`src/tnn2o_pkg.sv`:
```
// shared types and constants for the nearest-neighbour / 2-opt tour unit
// no dependencies
`timescale 1ns / 1ps
package tnn2o_pkg;
	localparam int MAX_CITIES_DEF = 32;
	localparam int DIST_BITS_DEF  = 25;
	localparam int CNT_BITS       = 6;
	localparam int CITY_BITS      = 5;
	localparam int TOTAL_BITS     = 30;
	localparam int PASS_LIMIT     = 1024;
	localparam int PASS_BITS      = 11;
	localparam logic [TOTAL_BITS-1:0] TOTAL_MAX = '1;
	localparam logic [CNT_BITS-1:0] COUNT_RESET = CNT_BITS'(4);

	// datapath commands
	typedef enum logic [3:0] {
		OP_NONE    = 4'd0,
		OP_NN_INIT = 4'd1,  // mark only city 0, route[0]=0, cur=0
		OP_NN_RD   = 4'd2,  // issue read cur->j
		OP_NN_CMP  = 4'd3,  // compare read value
		OP_NN_TAKE = 4'd4,  // commit best to route[step]
		OP_TO_RD   = 4'd5,  // issue one of four 2-opt reads (sel)
		OP_TO_ACC  = 4'd6,  // accumulate read sum
		OP_TO_SWAP = 4'd7,  // swap route[lo], route[hi]
		OP_LEN_RD  = 4'd8,  // read edge for tour length
		OP_LEN_ACC = 4'd9   // add edge into total
	} op_t;

	typedef struct packed {
		op_t                  op;
		logic [1:0]           sel;
		logic [CITY_BITS:0]   i;
		logic [CITY_BITS:0]   j;
	} dp_cmd_t;

	typedef struct packed {
		logic visited;   // city j already on the route
		logic improve;   // alt < now
		logic same;      // a==c or b==d
	} dp_stat_t;
endpackage

```
`src/tnn2o_ctrl.sv`:
```
// controller: load counting, build/optimize/length sequencing and result emission
// depends on tnn2o_pkg
`timescale 1ns / 1ps
module tnn2o_ctrl #(
	parameter int MAX_CITIES = tnn2o_pkg::MAX_CITIES_DEF
) (
	input  logic                              clk,
	input  logic                              arst_n,
	input  logic [tnn2o_pkg::CNT_BITS-1:0]    n,
	input  logic                              cfg_we,
	input  logic                              in_fire,
	output logic                              in_rdy,
	output logic [$clog2(MAX_CITIES*MAX_CITIES)-1:0] ld_addr,
	output tnn2o_pkg::dp_cmd_t                cmd,
	input  tnn2o_pkg::dp_stat_t               stat,
	output logic                              out_vld,
	input  logic                              out_rdy,
	output logic [tnn2o_pkg::CITY_BITS:0]     out_pos,
	output logic                              out_last
);
	import tnn2o_pkg::*;
	localparam int AW = $clog2(MAX_CITIES*MAX_CITIES);

	typedef enum logic [10:0] {
		S_LOAD  = 11'b00000000001,
		S_INIT  = 11'b00000000010,
		S_NRD   = 11'b00000000100,
		S_NCMP  = 11'b00000001000,
		S_NTAKE = 11'b00000010000,
		S_TRD   = 11'b00000100000,
		S_TACC  = 11'b00001000000,
		S_TSWP  = 11'b00010000000,
		S_LRD   = 11'b00100000000,
		S_LACC  = 11'b01000000000,
		S_OUT   = 11'b10000000000
	} st_t;

	st_t st_q;
	logic [AW:0]          cnt_q;
	logic [CITY_BITS:0]   i_q, j_q, lo_q, hi_q, ki_q;
	logic [1:0]           sel_q;
	logic                 imp_q;
	logic [PASS_BITS-1:0] pass_q;
	logic [AW:0]          total_e;
	logic [CITY_BITS:0]   nn;

	assign nn      = (CITY_BITS+1)'(n);
	assign total_e = (AW+1)'(n * n);
	assign in_rdy  = st_q == S_LOAD;
	assign ld_addr = cnt_q[AW-1:0];
	assign out_vld = st_q == S_OUT;
	assign out_pos = i_q;
	assign out_last = i_q + 1'b1 == nn;

	always_comb begin
		cmd = '{op: OP_NONE, sel: sel_q, i: i_q, j: j_q};
		case (st_q)
			S_INIT:  cmd.op = OP_NN_INIT;
			S_NRD:   cmd.op = OP_NN_RD;
			S_NCMP:  cmd.op = stat.visited ? OP_NONE : OP_NN_CMP;
			S_NTAKE: cmd.op = OP_NN_TAKE;
			S_TRD:   cmd.op = OP_TO_RD;
			S_TACC:  cmd.op = OP_TO_ACC;
			S_TSWP:  begin cmd.op = OP_TO_SWAP; cmd.i = lo_q; cmd.j = hi_q; end
			S_LRD:   cmd.op = OP_LEN_RD;
			S_LACC:  cmd.op = OP_LEN_ACC;
			default: cmd.op = OP_NONE;
		endcase
	end

	always_ff @(posedge clk or negedge arst_n) begin
		if (!arst_n) begin
			st_q <= S_LOAD; cnt_q <= '0; i_q <= '0; j_q <= '0; sel_q <= '0;
			imp_q <= 1'b0; pass_q <= '0; lo_q <= '0; hi_q <= '0; ki_q <= '0;
		end else begin
			case (st_q)
				S_LOAD: begin
					if (cfg_we) cnt_q <= '0;
					else if (in_fire) begin
						if (cnt_q + 1'b1 >= total_e) begin
							cnt_q <= '0;
							st_q  <= S_INIT;
						end else cnt_q <= cnt_q + 1'b1;
					end
				end
				S_INIT: begin
					i_q <= (CITY_BITS+1)'(1); j_q <= '0;
					st_q <= (nn == 1) ? S_OUT : S_NRD;
					if (nn == 1) i_q <= '0;
				end
				S_NRD: st_q <= S_NCMP;
				S_NCMP: begin
					if (j_q + 1'b1 == nn) st_q <= S_NTAKE;
					else begin j_q <= j_q + 1'b1; st_q <= S_NRD; end
				end
				S_NTAKE: begin
					j_q <= '0;
					if (i_q + 1'b1 == nn) begin
						if (nn >= 4) begin
							i_q <= (CITY_BITS+1)'(1); j_q <= (CITY_BITS+1)'(2);
							sel_q <= '0; imp_q <= 1'b0; pass_q <= PASS_BITS'(1);
							st_q <= S_TRD;
						end else begin
							j_q <= '0; st_q <= S_LRD;
						end
					end else begin
						i_q <= i_q + 1'b1; st_q <= S_NRD;
					end
				end
				S_TRD: st_q <= S_TACC;
				S_TACC: begin
					if (sel_q != 2'd3) begin sel_q <= sel_q + 1'b1; st_q <= S_TRD; end
					else begin
						sel_q <= '0;
						if (!stat.same && stat.improve) begin
							imp_q <= 1'b1; lo_q <= i_q; hi_q <= j_q; ki_q <= j_q;
							st_q <= S_TSWP;
						end else if (stat.same) begin
							// skipped pair, fall through to advance
							st_q <= S_TSWP; lo_q <= j_q; hi_q <= j_q; ki_q <= j_q;
						end else begin
							st_q <= S_TSWP; lo_q <= j_q; hi_q <= j_q; ki_q <= j_q;
						end
					end
				end
				S_TSWP: begin
					if (lo_q + 1'b1 < hi_q) begin
						lo_q <= lo_q + 1'b1; hi_q <= hi_q - 1'b1;
					end else begin
						// advance (i,k)
						st_q <= S_TRD;
						if (ki_q + 1'b1 < nn) j_q <= ki_q + 1'b1;
						else if (i_q + 2'd2 < nn) begin
							i_q <= i_q + 1'b1; j_q <= i_q + 2'd2;
						end else if (imp_q && pass_q != PASS_BITS'(PASS_LIMIT)) begin
							i_q <= (CITY_BITS+1)'(1); j_q <= (CITY_BITS+1)'(2);
							imp_q <= 1'b0; pass_q <= pass_q + 1'b1;
						end else begin
							j_q <= '0; st_q <= S_LRD;
						end
					end
				end
				S_LRD: st_q <= S_LACC;
				S_LACC: begin
					if (j_q + 1'b1 == nn) begin i_q <= '0; st_q <= S_OUT; end
					else begin j_q <= j_q + 1'b1; st_q <= S_LRD; end
				end
				S_OUT: begin
					if (out_rdy) begin
						if (out_last) st_q <= S_LOAD;
						else i_q <= i_q + 1'b1;
					end
				end
				default: st_q <= S_LOAD;
			endcase
		end
	end
endmodule

```
`config.mk`:
```
export PLATFORM = sky130hd
export DESIGN_NAME = tnn2o_ctrl
export DESIGN_NICKNAME = d
export VERILOG_FILES = /design/src/tnn2o_pkg.sv /design/src/tnn2o_ctrl.sv
export SDC_FILE = /design/constraint.sdc
export NUM_CORES = 1
export LEC_CHECK = 0
export BUFFER_PORTS_ARGS = -buffer_cell sky130_fd_sc_hd__buf_4
export CAP_MARGIN = 20
export CORE_ASPECT_RATIO = 1.25
export CORE_MARGIN = 3
export CORE_UTILIZATION = 61
export DETAILED_ROUTE_END_ITERATION = 6
export MAX_ROUTING_LAYER = met4
export PLACE_DENSITY = 0.81
export SLEW_MARGIN = 10
export SYNTH_ARGS = -nofsm -noshare
export SYNTH_HDL_FRONTEND = slang
export SYNTH_SLANG_ARGS = --single-unit
```
`constraint.sdc`:
```
create_clock -name clk -period 4.06 [get_ports clk]
set_input_delay 0.203 -clock clk [delete_from_list [all_inputs] [get_ports clk]]
set_output_delay 0.203 -clock clk [all_outputs]
set_load 0.03 [all_outputs]
```
# Word-level counts from Yosys, hierarchy flattened
# Cells that the tools add are included.
# Widths: inputs -> output; s select.
# classes
n_addsub	9
n_mul	1
div_mod_pow	0
order_cmp	5
n_eq_ne	35
shifts	0
n_mux	68
n_bitwise	1
n_reduce_logical	20
# op_table
operator	count
$mux 11	18
$pmux 11 s11	1
$mux 6	18
$mux 9	4
$pmux 4 s9	1
$ne 2x2->1 const B	15
$pmux 6 s5	1
$add 6x1->6 const B	4
$pmux 6 s2	2
$pmux 6 s4	1
$add 11x1->11 const B	2
$pmux 11 s2	1
$lt 6x6->1	3
$mux 2	7
$eq 6x6->1	2
$mux 12	1
$eq 11x1->1 const B	1
$eq 11x10->1 const B	1
$eq 11x11->1 const B	1
$eq 11x2->1 const B	1
$eq 11x3->1 const B	1
$eq 11x4->1 const B	1
$eq 11x5->1 const B	1
$eq 11x6->1 const B	1
32 further kinds	50
# word_totals
register_bits	66
latch_bits	0
mem_bits_rw	0
rom_bits	0
in_bits	14
output_inout_bits	37
mem_count	0

# Logic depth before layout (Yosys ltp)
# Gate-level depths: netlist of the first run.
# logic_depth
word_depth	7
mapped_depth	22
mapped_depth_nobuf	21

# Worst setup path after synthesis of the first run
# No wires, ideal clock.
# synth_timing
path_kind	input to register
startpoint	input n[2] (netlist name)
endpoint	register cnt_q[2]
setup_ns	0.118
arrival_time_ns	4.461
required_ns	3.942
slack_ns	-0.519
cell_stages	21
n_path_buf	1
cell_sequence	clkbuf_1 -> inv_1 -> nor2_1 -> fa_1 -> inv_1 -> fa_1 -> fa_1 -> inv_1 -> ha_1 -> and3b_1 -> o21a_1 -> o21ai_0 -> nand2b_1 -> a21o_1 -> a21oi_1 -> xnor2_1 -> ha_1 -> o21ai_0 -> o211ai_1 -> a21oi_1 -> a21o_1
# synth_via
elab_chain_len	5
# synth_lines
item	line	rtl
from (decl)	tnn2o_ctrl.sv:9	input logic [tnn2o_pkg::CNT_BITS-1:0] n,
$mul 6x6->11	tnn2o_ctrl.sv:48	assign total_e = (AW+1)'(n * n);
$ge 11x11->1	tnn2o_ctrl.sv:80	if (cnt_q + 1'b1 >= total_e) begin
$mux 11	tnn2o_ctrl.sv:80	
$mux 11	tnn2o_ctrl.sv:79	else if (in_fire) begin
$mux 11	tnn2o_ctrl.sv:78	if (cfg_we) cnt_q <= '0;
to (signal assigned)	tnn2o_ctrl.sv:83	end else cnt_q <= cnt_q + 1'b1;
to (decl)	tnn2o_ctrl.sv:39	logic [AW:0] cnt_q;
# No other way between the ends. The select of a mux whose other input is x is not followed.
# A chain may end at the register's enable or synchronous reset.

# Final worst setup path of the first run
# layout_timing
startpoint	input n[5] (netlist name)
endpoint	register cnt_q[2]
# Same word-level chain as after synthesis.

==> impl_metrics.py, run 1 <==
metrics = {
    "status": {
        "status": "finished, violations left",
        "violations": "negative hold slack",
    },
    "setup_path": {
        "cp_max_fo": 6,
        "timing.rr.start": "lo_q[0]$_DFFE_PN0P_",
        "worstSetupStartpointType": "primary input",
        "end_kind": "register",
        "worst-path-buf-inv": 4,
        "crit_chain": "buf_6 -> and2_4 -> fa_1 -> inv_2 -> fa_1 -> fa_1 -> inv_2 -> ha_4 -> and3b_1 -> o21a_1 -> o21ai_1 -> nand2b_1 -> a21o_1 -> a21oi_2 -> xnor2_1 -> ha_1 -> o21ai_2 -> o211ai_1 -> buf_4 -> a21oi_2 -> a21o_1",
        "path_common_cell": "fa_1",
        "critical_path.max_stage_delay_ns": 0.57,
        "setup.worst_path.start": "n[5]",
        "critPathArrivalTime_ns": 4.24,
        "critPathTopFamily": "adder cells",
        "cp_slowest_cell": "fa_1",
        "critPathKind": "primary input to register",
        "cp_data_required_time_ns": 4.30,
    },
    "drt": {
        "vias": 5306,
        "first_iter_violations": 325,
        "post-route-drc-count": 0,
        "wire_per_inst_um": 17.4,
        "drtPass1Iterations": 5,
        "ant_nets": 0,
        "viasPerCell": 6.10,
        "drt_wl_total_um": 15100,
    },
    "sta": {
        "rsz0062_at_grt": "yes",
        "slew_violations": 0,
        "setup_viol": 0,
        "fin_ws_ns": 0.0557,
        "fmax_mhz": 250,
        "hold_viol": 49,
        "tightest_slew_ns": 0.878,
        "relSlewSlack": 0.414,
        "clock_skew_ns": 0.0108,
        "holdWs_ns": -0.0355,
        "fin_crit_ns": 4.00,
        "timing.final.crit_share": 0.986,
        "setup_tns_ns": 0,
    },
    "floorplan": {
        "coreArea_um2": 8890,
        "dieArea_um2": 10600,
        "start_util": 0.643,
        "std_cell_rows": 38,
        "fp.dieW_um": 92.6,
        "io_pins": 51,
        "fp.dieH_um": 114,
    },
    "clock_network": {
        "clk_pin_slew_worst_paths_ns": 0.07,
        "cts_tree": "done",
        "cts.sinks": 66,
        "cts_buffer_depth": 2,
        "cts_hold_buf": 0,
        "insertion_delay_ns": 0.35,
        "cts_made_buffers": 9,
        "cts_root_buf": "clkbuf_8",
        "h-tree-depth": 3,
    },
    "yosys": {
        "synth_common_cells": "dfrtp_1, o21ai_0, nand2_1, ha_1, inv_1",
        "yosysTopAreaCell": "dfrtp_1",
        "async_flop_share": 1.00,
        "synth-edff-count": 0,
        "ys_seq_area_frac": 0.289,
        "yosys_register_bits": 66,
        "post-synth-top-count-cell": "dfrtp_1",
        "syn_area_um2": 5720,
        "synth_top_area_frac": 0.284,
        "synth_cell_types": 71,
        "syn_inst": 688,
        "synth_area_leaders": "dfrtp_1, ha_1, o21ai_0",
        "synth-main-ff-cell": "dfrtp_1",
        "synthesis.nets": 758,
        "yosysWarnings": 0,
        "post_synth.cell_area_avg_um2": 8.31,
    },
    "place": {
        "pre_cts_ws_ns": -0.443,
        "dp_hpwl_um": 11500,
        "gp_congestion": 0.923,
        "placement.io_buffers": 50,
    },
    "power": {
        "p_total_uw": 1620,
        "p_leak_uw": 0.00328,
        "ir_drop_mv": 0.193,
        "pwr_density_cell_nw_per_um2": 245,
    },
    "global_route": {
        "gr-total-overflow": 0,
        "grt_use_total": 0.305,
        "antenna_found_initial": 0,
        "grt_pass1_wl_um": 24900,
        "grt_max_degree": 67,
        "first_global_vias": 5159,
    },
    "cells_and_area": {
        "syn2layout_area_growth_pct": 15.7,
        "antenna_cells": 0,
        "utilization": 0.745,
        "drive_gt1_frac": 0.195,
        "fin_nets": 816,
    },
    "job": {
        "maxCapViolCount": 0,
    },
    "min_path": {
        "min_path_type": "primary input to async pin",
    },
}
==> power by group <==
group          internal, µW  leakage (µW)  switching, µW
Combinational           198       0.00233            208
Sequential              661      0.000849           6.07
Clock                   296     0.0000962            252
==> sequential cells by signal, indices dropped and copies added, names as in the netlist <==
name and flops:
st_q 11, out_pos 6, lo_q 6, imp_q 1, pass_q 11, sel_q 2
cnt_q 11, hi_q 6, j_q 6, ki_q 6
==> metal layers <==
metal,GRT usage,part of all wire
met1,0.352,0.40
met2,0.541,0.52
met4,0.120,0.031
met5,-,0
met3,0.0375,0.047
==> path summary, 6_finish.rpt <==
path	slack, ns	endpoint	cells past startpoint
max	0.06	cnt_q[2]$_DFFE_PN0P_	21
max reg2reg	0.61	pass_q[9]$_DFFE_PN0P_	10
max in group asynchronous	3.53	st_q[3]$_DFFE_PN0P_	1
min	-0.04	ki_q[2]$_DFFE_PN0P_	1
min in group clk	0.21	st_q[10]$_DFFE_PN0P_	3
min reg2reg	0.52	ki_q[5]$_DFFE_PN0P_	2
==> final cells by class <==
| class | instances | area (µm²) |
|---|---|---|
| Multi-Input combinational cell | 538 | 3810 |
| Fill cell | 698 | 2270 |
| Sequential cell | 66 | 1650 |
| Timing Repair Buffer | 82 | 627 |
| Inverter | 49 | 200 |
| Tap cell | 120 | 150 |
| Clock buffer | 12 | 145 |
| Clock inverter | 3 | 40.0 |
==> layout by cell type, fill, tap and decap left out, types with 5 or more instances in the layout <==
cell / count
a21oi_1: 29
mux2i_1: 7
or3_1: 8
nand2b_1: 26
inv_1: 42
and3_1: 14
nor3_1: 13
nand2_1: 59
nand4_1: 7
fa_1: 8
o211ai_1: 6
dfrtp_1: 65
o31ai_1: 6
nor2b_1: 9
buf_4: 79
a21o_1: 14
xor2_1: 11
clkbuf_8: 10
a22o_1: 5
nand3_1: 32
o21ai_0: 56
a21oi_2: 7
o21a_1: 6
ha_1: 44
and2_1: 11
o21ai_1: 5
nor2_1: 44
xnor2_1: 25
==> timing repair <==
item                                    4_1_cts  5_1_grt
pin swaps                                     1       17
endpoints found under the setup margin       10       13
gates resized for setup                       1       21
buffers inserted                              1        1
==> cell families after synthesis <==
kind of cell / synth area share
buffers and inverters: 0.0639
multiplexers: 0.0201
AND/OR/NAND/NOR: 0.241
adder cells (fa/ha/maj): 0.133
XOR/XNOR: 0.0566
AO/OA/AOI/OAI: 0.196
flip-flops: 0.289
==> metrics by stage <==
| stage | std cells | cell area, µm² |
|---|---|---|
| detailed placement | 853 | 6350 |
| finish | 870 | 6620 |
| CTS | 869 | 6540 |
| global placement | 852 | 6340 |
| global route | 870 | 6620 |
| floorplan | 688 | 5820 |
Power figures use the tool's default switching activity.
==> run 2: changes to the inputs <==
--- a/config.mk
+++ b/config.mk
@@ -5,14 +5,14 @@
 export SDC_FILE = /design/constraint.sdc
 export NUM_CORES = 1
 export LEC_CHECK = 0
+export ABC_AREA = 1
 export BUFFER_PORTS_ARGS = -buffer_cell sky130_fd_sc_hd__buf_4
-export CAP_MARGIN = 20
 export CORE_ASPECT_RATIO = 1.25
 export CORE_MARGIN = 3
-export CORE_UTILIZATION = 61
+export CORE_UTILIZATION = 62
 export DETAILED_ROUTE_END_ITERATION = 6
 export MAX_ROUTING_LAYER = met4
-export PLACE_DENSITY = 0.81
+export PLACE_DENSITY = 0.82
 export SLEW_MARGIN = 10
 export SYNTH_ARGS = -nofsm -noshare
 export SYNTH_HDL_FRONTEND = slang
==> impl_metrics.py, run 2 <==
metrics = {
    "clock_network": {
        "insertion_delay_ns": 0.34,
        "h-tree-depth": 3,
        "cts_tree": "done",
        "cts.sinks": 66,
        "clk_pin_slew_worst_paths_ns": 0.06,
        "cts_buffer_depth": 2,
        "cts_made_buffers": 9,
        "cts_root_buf": "clkbuf_16",
        "cts_hold_buf": 0,
    },
    "global_route": {
        "first_global_vias": 5662,
        "grt_pass1_wl_um": 26200,
        "gr-total-overflow": 0,
        "grt_use_total": 0.280,
        "antenna_found_initial": 0,
        "grt_max_degree": 67,
    },
    "setup_path": {
        "worst-path-buf-inv": 5,
        "path_common_cell": "nand2_1",
        "cp_max_fo": 5,
        "endpoint": "cnt_q[1]$_DFFE_PN0P_",
        "worst-r2r-cell-count": 16,
        "worstSetupStartpointType": "primary input",
        "cp_data_required_time_ns": 4.33,
        "critical_path.max_stage_delay_ns": 0.54,
        "critPathArrivalTime_ns": 4.21,
        "critPathKind": "primary input to register",
        "cp_slowest_cell": "fa_1",
        "cp_num_cells": 25,
        "setup.worst_path.start": "n[2]",
        "timing.rr.end": "pass_q[1]$_DFFE_PN0P_",
        "r2r_setup_slack_ns": 0.78,
        "end_kind": "register",
        "critPathTopFamily": "adder cells",
        "timing.rr.start": "out_pos[2]$_DFFE_PN0P_",
    },
    "cells_and_area": {
        "fin_nets": 1056,
        "biggestRegsByFlops": "cnt_q x11, pass_q x11, st_q x11",
        "drive_gt1_frac": 0.188,
        "multi_input_area_um2": 4010,
        "mostFrequentLayoutCell": "nand2_1",
        "final_cell_mix": "nand2_1, inv_1, nand3_1, buf_4, dfrtp_1",
        "antenna_cells": 0,
        "syn2layout_area_growth_pct": 12.9,
        "register_area_um2": 1650,
        "nFillCells": 855,
    },
    "yosys": {
        "synth_top_area_frac": 0.253,
        "synth_area_leaders": "dfrtp_1, nand2_1, ha_1",
        "synth-main-ff-cell": "dfrtp_1",
        "async_flop_share": 1.00,
        "yosys_register_bits": 66,
        "post-synth-top-count-cell": "nand2_1",
        "synth_common_cells": "nand2_1, inv_1, nand3_1, nor2_1, dfrtp_1",
        "synth_cell_types": 49,
        "yosysWarnings": 0,
        "ys_seq_area_frac": 0.257,
        "syn_inst": 939,
        "synthesis.nets": 1009,
        "post_synth.cell_area_avg_um2": 6.84,
        "syn_area_um2": 6430,
        "yosysTopAreaCell": "dfrtp_1",
        "synth-edff-count": 0,
    },
    "sta": {
        "setup_viol": 0,
        "fin_ws_ns": 0.119,
        "hold_viol": 30,
        "rsz0062_at_grt": "yes",
        "tightest_slew_ns": 1.32,
        "timing.final.crit_share": 0.971,
        "fmax_mhz": 254,
        "holdWs_ns": -0.0211,
        "fin_crit_ns": 3.94,
        "relSlewSlack": 0.112,
        "slew_violations": 0,
        "setup_tns_ns": 0,
        "clock_skew_ns": 0.00770,
    },
    "place": {
        "gp_congestion": 0.957,
        "pre_cts_ws_ns": -0.299,
        "placement.io_buffers": 50,
        "dp_hpwl_um": 11800,
    },
    "floorplan": {
        "start_util": 0.652,
        "fp.dieW_um": 97.1,
        "io_pins": 51,
        "fp.dieH_um": 120,
        "dieArea_um2": 11600,
        "coreArea_um2": 9860,
        "std_cell_rows": 40,
    },
    "status": {
        "status": "finished, violations left",
        "violations": "negative hold slack",
    },
    "power": {
        "p_leak_uw": 0.00389,
        "pwr_density_cell_nw_per_um2": 377,
        "ir_drop_mv": 0.332,
    },
    "drt": {
        "post-route-drc-count": 0,
        "drtPass1Iterations": 5,
        "drt_wl_total_um": 16000,
        "ant_nets": 0,
        "vias": 6119,
        "wire_per_inst_um": 14.3,
        "viasPerCell": 5.48,
        "first_iter_violations": 435,
    },
    "job": {
        "maxCapViolCount": 0,
    },
    "min_path": {
        "min_path_type": "primary input to async pin",
    },
}
run 2: changes by cell type after synthesis, moves of 11 or more:
| cell | change |
|---|---|
| nor2_1 | +21 |
| xor2_1 | +12 |
| o21ai_2 | +14 |
| xnor2_1 | -20 |
| and3_1 | -14 |
| inv_1 | +97 |
| nand2_1 | +198 |
| nand2b_1 | -26 |
| nand4_1 | +11 |
| and2_1 | -12 |
| nand3_1 | +38 |
| a21o_1 | -13 |
| clkbuf_1 | -15 |
run 2: per-stage QoR:
stage	utilization	cells	total power, µW	hold slack, ns	cell area (µm²)
floorplan	-	939	1630	-0.0926	6490
global placement	0.697	1099	1900	0.368	6870
detailed placement	0.697	1099	1920	0.371	6870
finish	0.736	1117	2740	-0.0211	7260
CTS	0.726	1115	2680	0.00462	7160
global route	0.736	1117	2910	0.0290	7260
run 2: area by class of cell:
type,count,area share
inverter,157,0.0821
sequential,66,0.228
clock inverter,7,0.00742
clock buffer,9,0.0310
multi-input combinational,680,0.553
timing repair buffer,72,0.0771
tap,126,0.0217
run 2: logic make-up (layout without fill, tap and decap cells):
group,Yosys count,after routing,synth area share
simple gates,470,470,0.335
buf+inv,193,245,0.134
compound gates,125,125,0.116
flops,66,66,0.257
fa+ha+maj,56,56,0.118
xor+xnor,29,29,0.0395
run 2: metal layers:
metal | GRT usage | up-vias | wire length, µm
met5 | - | - | 0
met4 | 0.0983 | 0 | 456
met3 | 0.0465 | 44 | 805
met2 | 0.474 | 189 | 8060
met1 | 0.340 | 2811 | 6690
li1 | - | 3075 | -
run 2: power breakdown:
part           switching [µW]  leakage, µW  total, µW  internal, µW
sequential                121     0.000861        833           712
combinational             709      0.00290       1160           452
clock                     326     0.000128        743           417
run 2: what timing repair did:
item,4_1_cts,5_1_grt
gates cloned,0,1
buffers inserted,0,1
resized for setup,1,24
pin swaps,0,28
setup endpoints to repair,1,15
run 2: worst min path at each step:
stage | to | cells after the start | slack, ns
global placement | pass_q[6]$_DFFE_PN0P_ | 1 | 0.37
floorplan | cnt_q[0]$_DFFE_PN0P_ | 0 | -0.09
CTS | pass_q[6]$_DFFE_PN0P_ | 1 | 0.005
finish | pass_q[6]$_DFFE_PN0P_ | 1 | -0.02
detailed placement | pass_q[6]$_DFFE_PN0P_ | 1 | 0.37
global route | pass_q[6]$_DFFE_PN0P_ | 1 | 0.03
run 2: worst reg2reg max path, stage by stage, from the launching register on:
cell,delay [ns]
dfrtp_1,0.58
ha_1,0.34
nand2_1,0.10
nor2_2,0.15
xor2_1,0.26
inv_1,0.07
ha_1,0.30
nand2_1,0.07
nor2_1,0.11
nand2_1,0.07
nand3_1,0.14
nand2_1,0.11
o21ai_1,0.26
nor2b_4,0.22
nand2_4,0.18
nand2_1,0.15
o21ai_2,0.06
==> run 3: changes to the inputs <==
--- a/config.mk
+++ b/config.mk
@@ -5,14 +5,13 @@
 export SDC_FILE = /design/constraint.sdc
 export NUM_CORES = 1
 export LEC_CHECK = 0
-export ABC_AREA = 1
 export BUFFER_PORTS_ARGS = -buffer_cell sky130_fd_sc_hd__buf_4
 export CORE_ASPECT_RATIO = 1.25
-export CORE_MARGIN = 3
-export CORE_UTILIZATION = 62
+export CORE_UTILIZATION = 61
+export CTS_CLUSTER_SIZE = 24
 export DETAILED_ROUTE_END_ITERATION = 6
 export MAX_ROUTING_LAYER = met4
-export PLACE_DENSITY = 0.82
+export PLACE_DENSITY = 0.81
 export SLEW_MARGIN = 10
 export SYNTH_ARGS = -nofsm -noshare
 export SYNTH_HDL_FRONTEND = slang
==> impl_metrics.py, run 3 (same netlist as run 1, synthesis figures left out) <==
metrics = {
    "status": {
        "status": "finished, violations left",
        "violations": "negative hold slack",
    },
    "global_route": {
        "met2_usage": 0.575,
        "grt_use_total": 0.334,
        "grt_pass1_wl_um": 24300,
        "first_global_vias": 5247,
        "use_met1": 0.378,
        "grt_max_degree": 67,
        "grtUsageMet3": 0.0536,
        "gr-max-usage-layer": "met2",
        "gr-total-overflow": 0,
        "antenna_found_initial": 0,
    },
    "power": {
        "p_leak_uw": 0.00329,
        "ir_drop_mv": 0.278,
        "pwr_density_cell_nw_per_um2": 276,
    },
    "cells_and_area": {
        "fin_nets": 810,
        "final_cell_mix": "buf_4, dfrtp_1, nand2_1",
        "fin_area_um2": 6670,
        "antenna_cells": 0,
        "biggestRegsByFlops": "cnt_q x11, pass_q x11, st_q x11",
        "nFillCells": 682,
        "final_cell_count_no_fill": 868,
        "mostFrequentLayoutCell": "buf_4",
        "syn2layout_area_growth_pct": 16.6,
        "utilization": 0.731,
        "drive_gt1_frac": 0.183,
    },
    "clock_network": {
        "cts.sinks": 66,
        "cts_hold_buf": 0,
        "cts_root_buf": "clkbuf_16",
        "cts_made_buffers": 9,
        "cts_tree": "done",
        "h-tree-depth": 3,
        "insertion_delay_ns": 0.34,
        "clk_pin_slew_worst_paths_ns": 0.05,
        "cts_buffer_depth": 2,
    },
    "floorplan": {
        "std_cell_rows": 39,
        "dieArea_um2": 9770,
        "fp.dieW_um": 88.6,
        "fp.dieH_um": 110,
        "start_util": 0.627,
        "io_pins": 51,
        "coreArea_um2": 9130,
    },
    "sta": {
        "tightest_slew_ns": 0.867,
        "timing.final.crit_share": 0.990,
        "fin_crit_ns": 4.02,
        "holdWs_ns": -0.0264,
        "rsz0062_at_grt": "yes",
        "setup_viol": 0,
        "hold_viol": 19,
        "relSlewSlack": 0.422,
        "fin_ws_ns": 0.0422,
        "clock_skew_ns": 0.00746,
        "fmax_mhz": 249,
        "slew_violations": 0,
    },
    "setup_path": {
        "worstSetupStartpointType": "primary input",
        "critPathArrivalTime_ns": 4.29,
        "cp_data_required_time_ns": 4.33,
        "critPathKind": "primary input to register",
        "cp_max_fo": 6,
        "timing.rr.end": "out_pos[5]$_DFFE_PN0P_",
        "timing.rr.start": "out_pos[1]$_DFFE_PN0P_",
        "critPathTopFamily": "adder cells",
        "worst-path-buf-inv": 5,
        "r2r_setup_slack_ns": 0.58,
        "crit_chain": "buf_6 -> and2_4 -> fa_1 -> inv_2 -> fa_1 -> fa_1 -> inv_2 -> ha_4 -> and3b_1 -> o21a_1 -> o21ai_1 -> nand2b_1 -> buf_4 -> xnor2_2 -> ha_1 -> nor3_2 -> o21ai_1 -> a21oi_2 -> o211ai_1 -> buf_4 -> a21oi_1 -> a21o_1",
        "cp_slowest_cell": "fa_1",
        "worst-r2r-cell-count": 9,
        "end_kind": "register",
        "critical_path.max_stage_delay_ns": 0.51,
        "path_common_cell": "fa_1",
    },
    "place": {
        "dp_hpwl_um": 11400,
        "placement.io_buffers": 50,
        "gp_congestion": 0.965,
        "placed_cells_incl_taps": 851,
        "placed_area_um2": 6310,
        "pre_cts_ws_ns": -0.398,
    },
    "drt": {
        "viasPerCell": 6.24,
        "post-route-drc-count": 0,
        "drt_wl_total_um": 15300,
        "wire_per_inst_um": 17.6,
        "ant_nets": 0,
        "vias": 5419,
        "drtPass1Iterations": 5,
        "first_iter_violations": 316,
    },
    "min_path": {
        "min_path_type": "primary input to async pin",
    },
    "job": {
        "maxCapViolCount": 0,
    },
}
run 3: metal layers:
layer	routed length [µm]	vias up
li1	-	2544
met1	6030	2632
met2	8010	200
met3	775	43
met4	469	0
met5	0	-
run 3: layout make-up:
| type | instances | area, µm² | share of cell area |
|---|---|---|---|
| sequential | 66 | 1650 | 0.248 |
| timing repair buffer | 76 | 578 | 0.0866 |
| multi-input combinational | 538 | 3800 | 0.569 |
| clock inverter | 3 | 40.0 | 0.00600 |
| inverter | 49 | 200 | 0.0300 |
| clock buffer | 13 | 250 | 0.0375 |
| tap | 123 | 154 | 0.0231 |
run 3: where the power goes:
group          total [µW]  internal [µW]  switching, µW
Sequential            668            662           5.95
Clock                 766            490            276
Combinational         409            198            211
run 3: worst register-to-register path, delay by kind of cell (launching register included):
family / cells / cell delay, ns
AO/OA/AOI/OAI: 5 / 1.50
XOR/XNOR: 1 / 0.25
adder cells (fa/ha/maj): 2 / 0.58
flip-flops: 1 / 0.49
AND/OR/NAND/NOR: 1 / 0.56
run 3: timing repair:
action | 4_1_cts | 5_1_grt
pin swaps | 1 | 14
setup buffers | 1 | 0
endpoints found under the setup margin | 10 | 13
resized for setup | 1 | 16
run 3: worst max path at each step:
stage	startpoint	end	slack, ns	depth (start not counted)
floorplan	n[2]	cnt_q[2]$_DFFE_PN0P_	-0.1	21
global placement	n[5]	cnt_q[2]$_DFFE_PN0P_	-0.29	20
detailed placement	n[4]	cnt_q[10]$_DFFE_PN0P_	-0.40	21
CTS	n[4]	cnt_q[10]$_DFFE_PN0P_	0.06	22
global route	n[5]	cnt_q[5]$_DFFE_PN0P_	-0.12	21
finish	n[5]	cnt_q[5]$_DFFE_PN0P_	0.04	22
run 3: stage by stage:
| step | power [µW] | TNS, ns |
|---|---|---|
| after floorplan | 933 | -0.840 |
| after global placement | 1040 | -3.11 |
| after detailed placement | 1050 | -4.44 |
| after CTS | 1820 | 0 |
| after global routing | 1920 | -0.940 |
| final | 1840 | 0 |
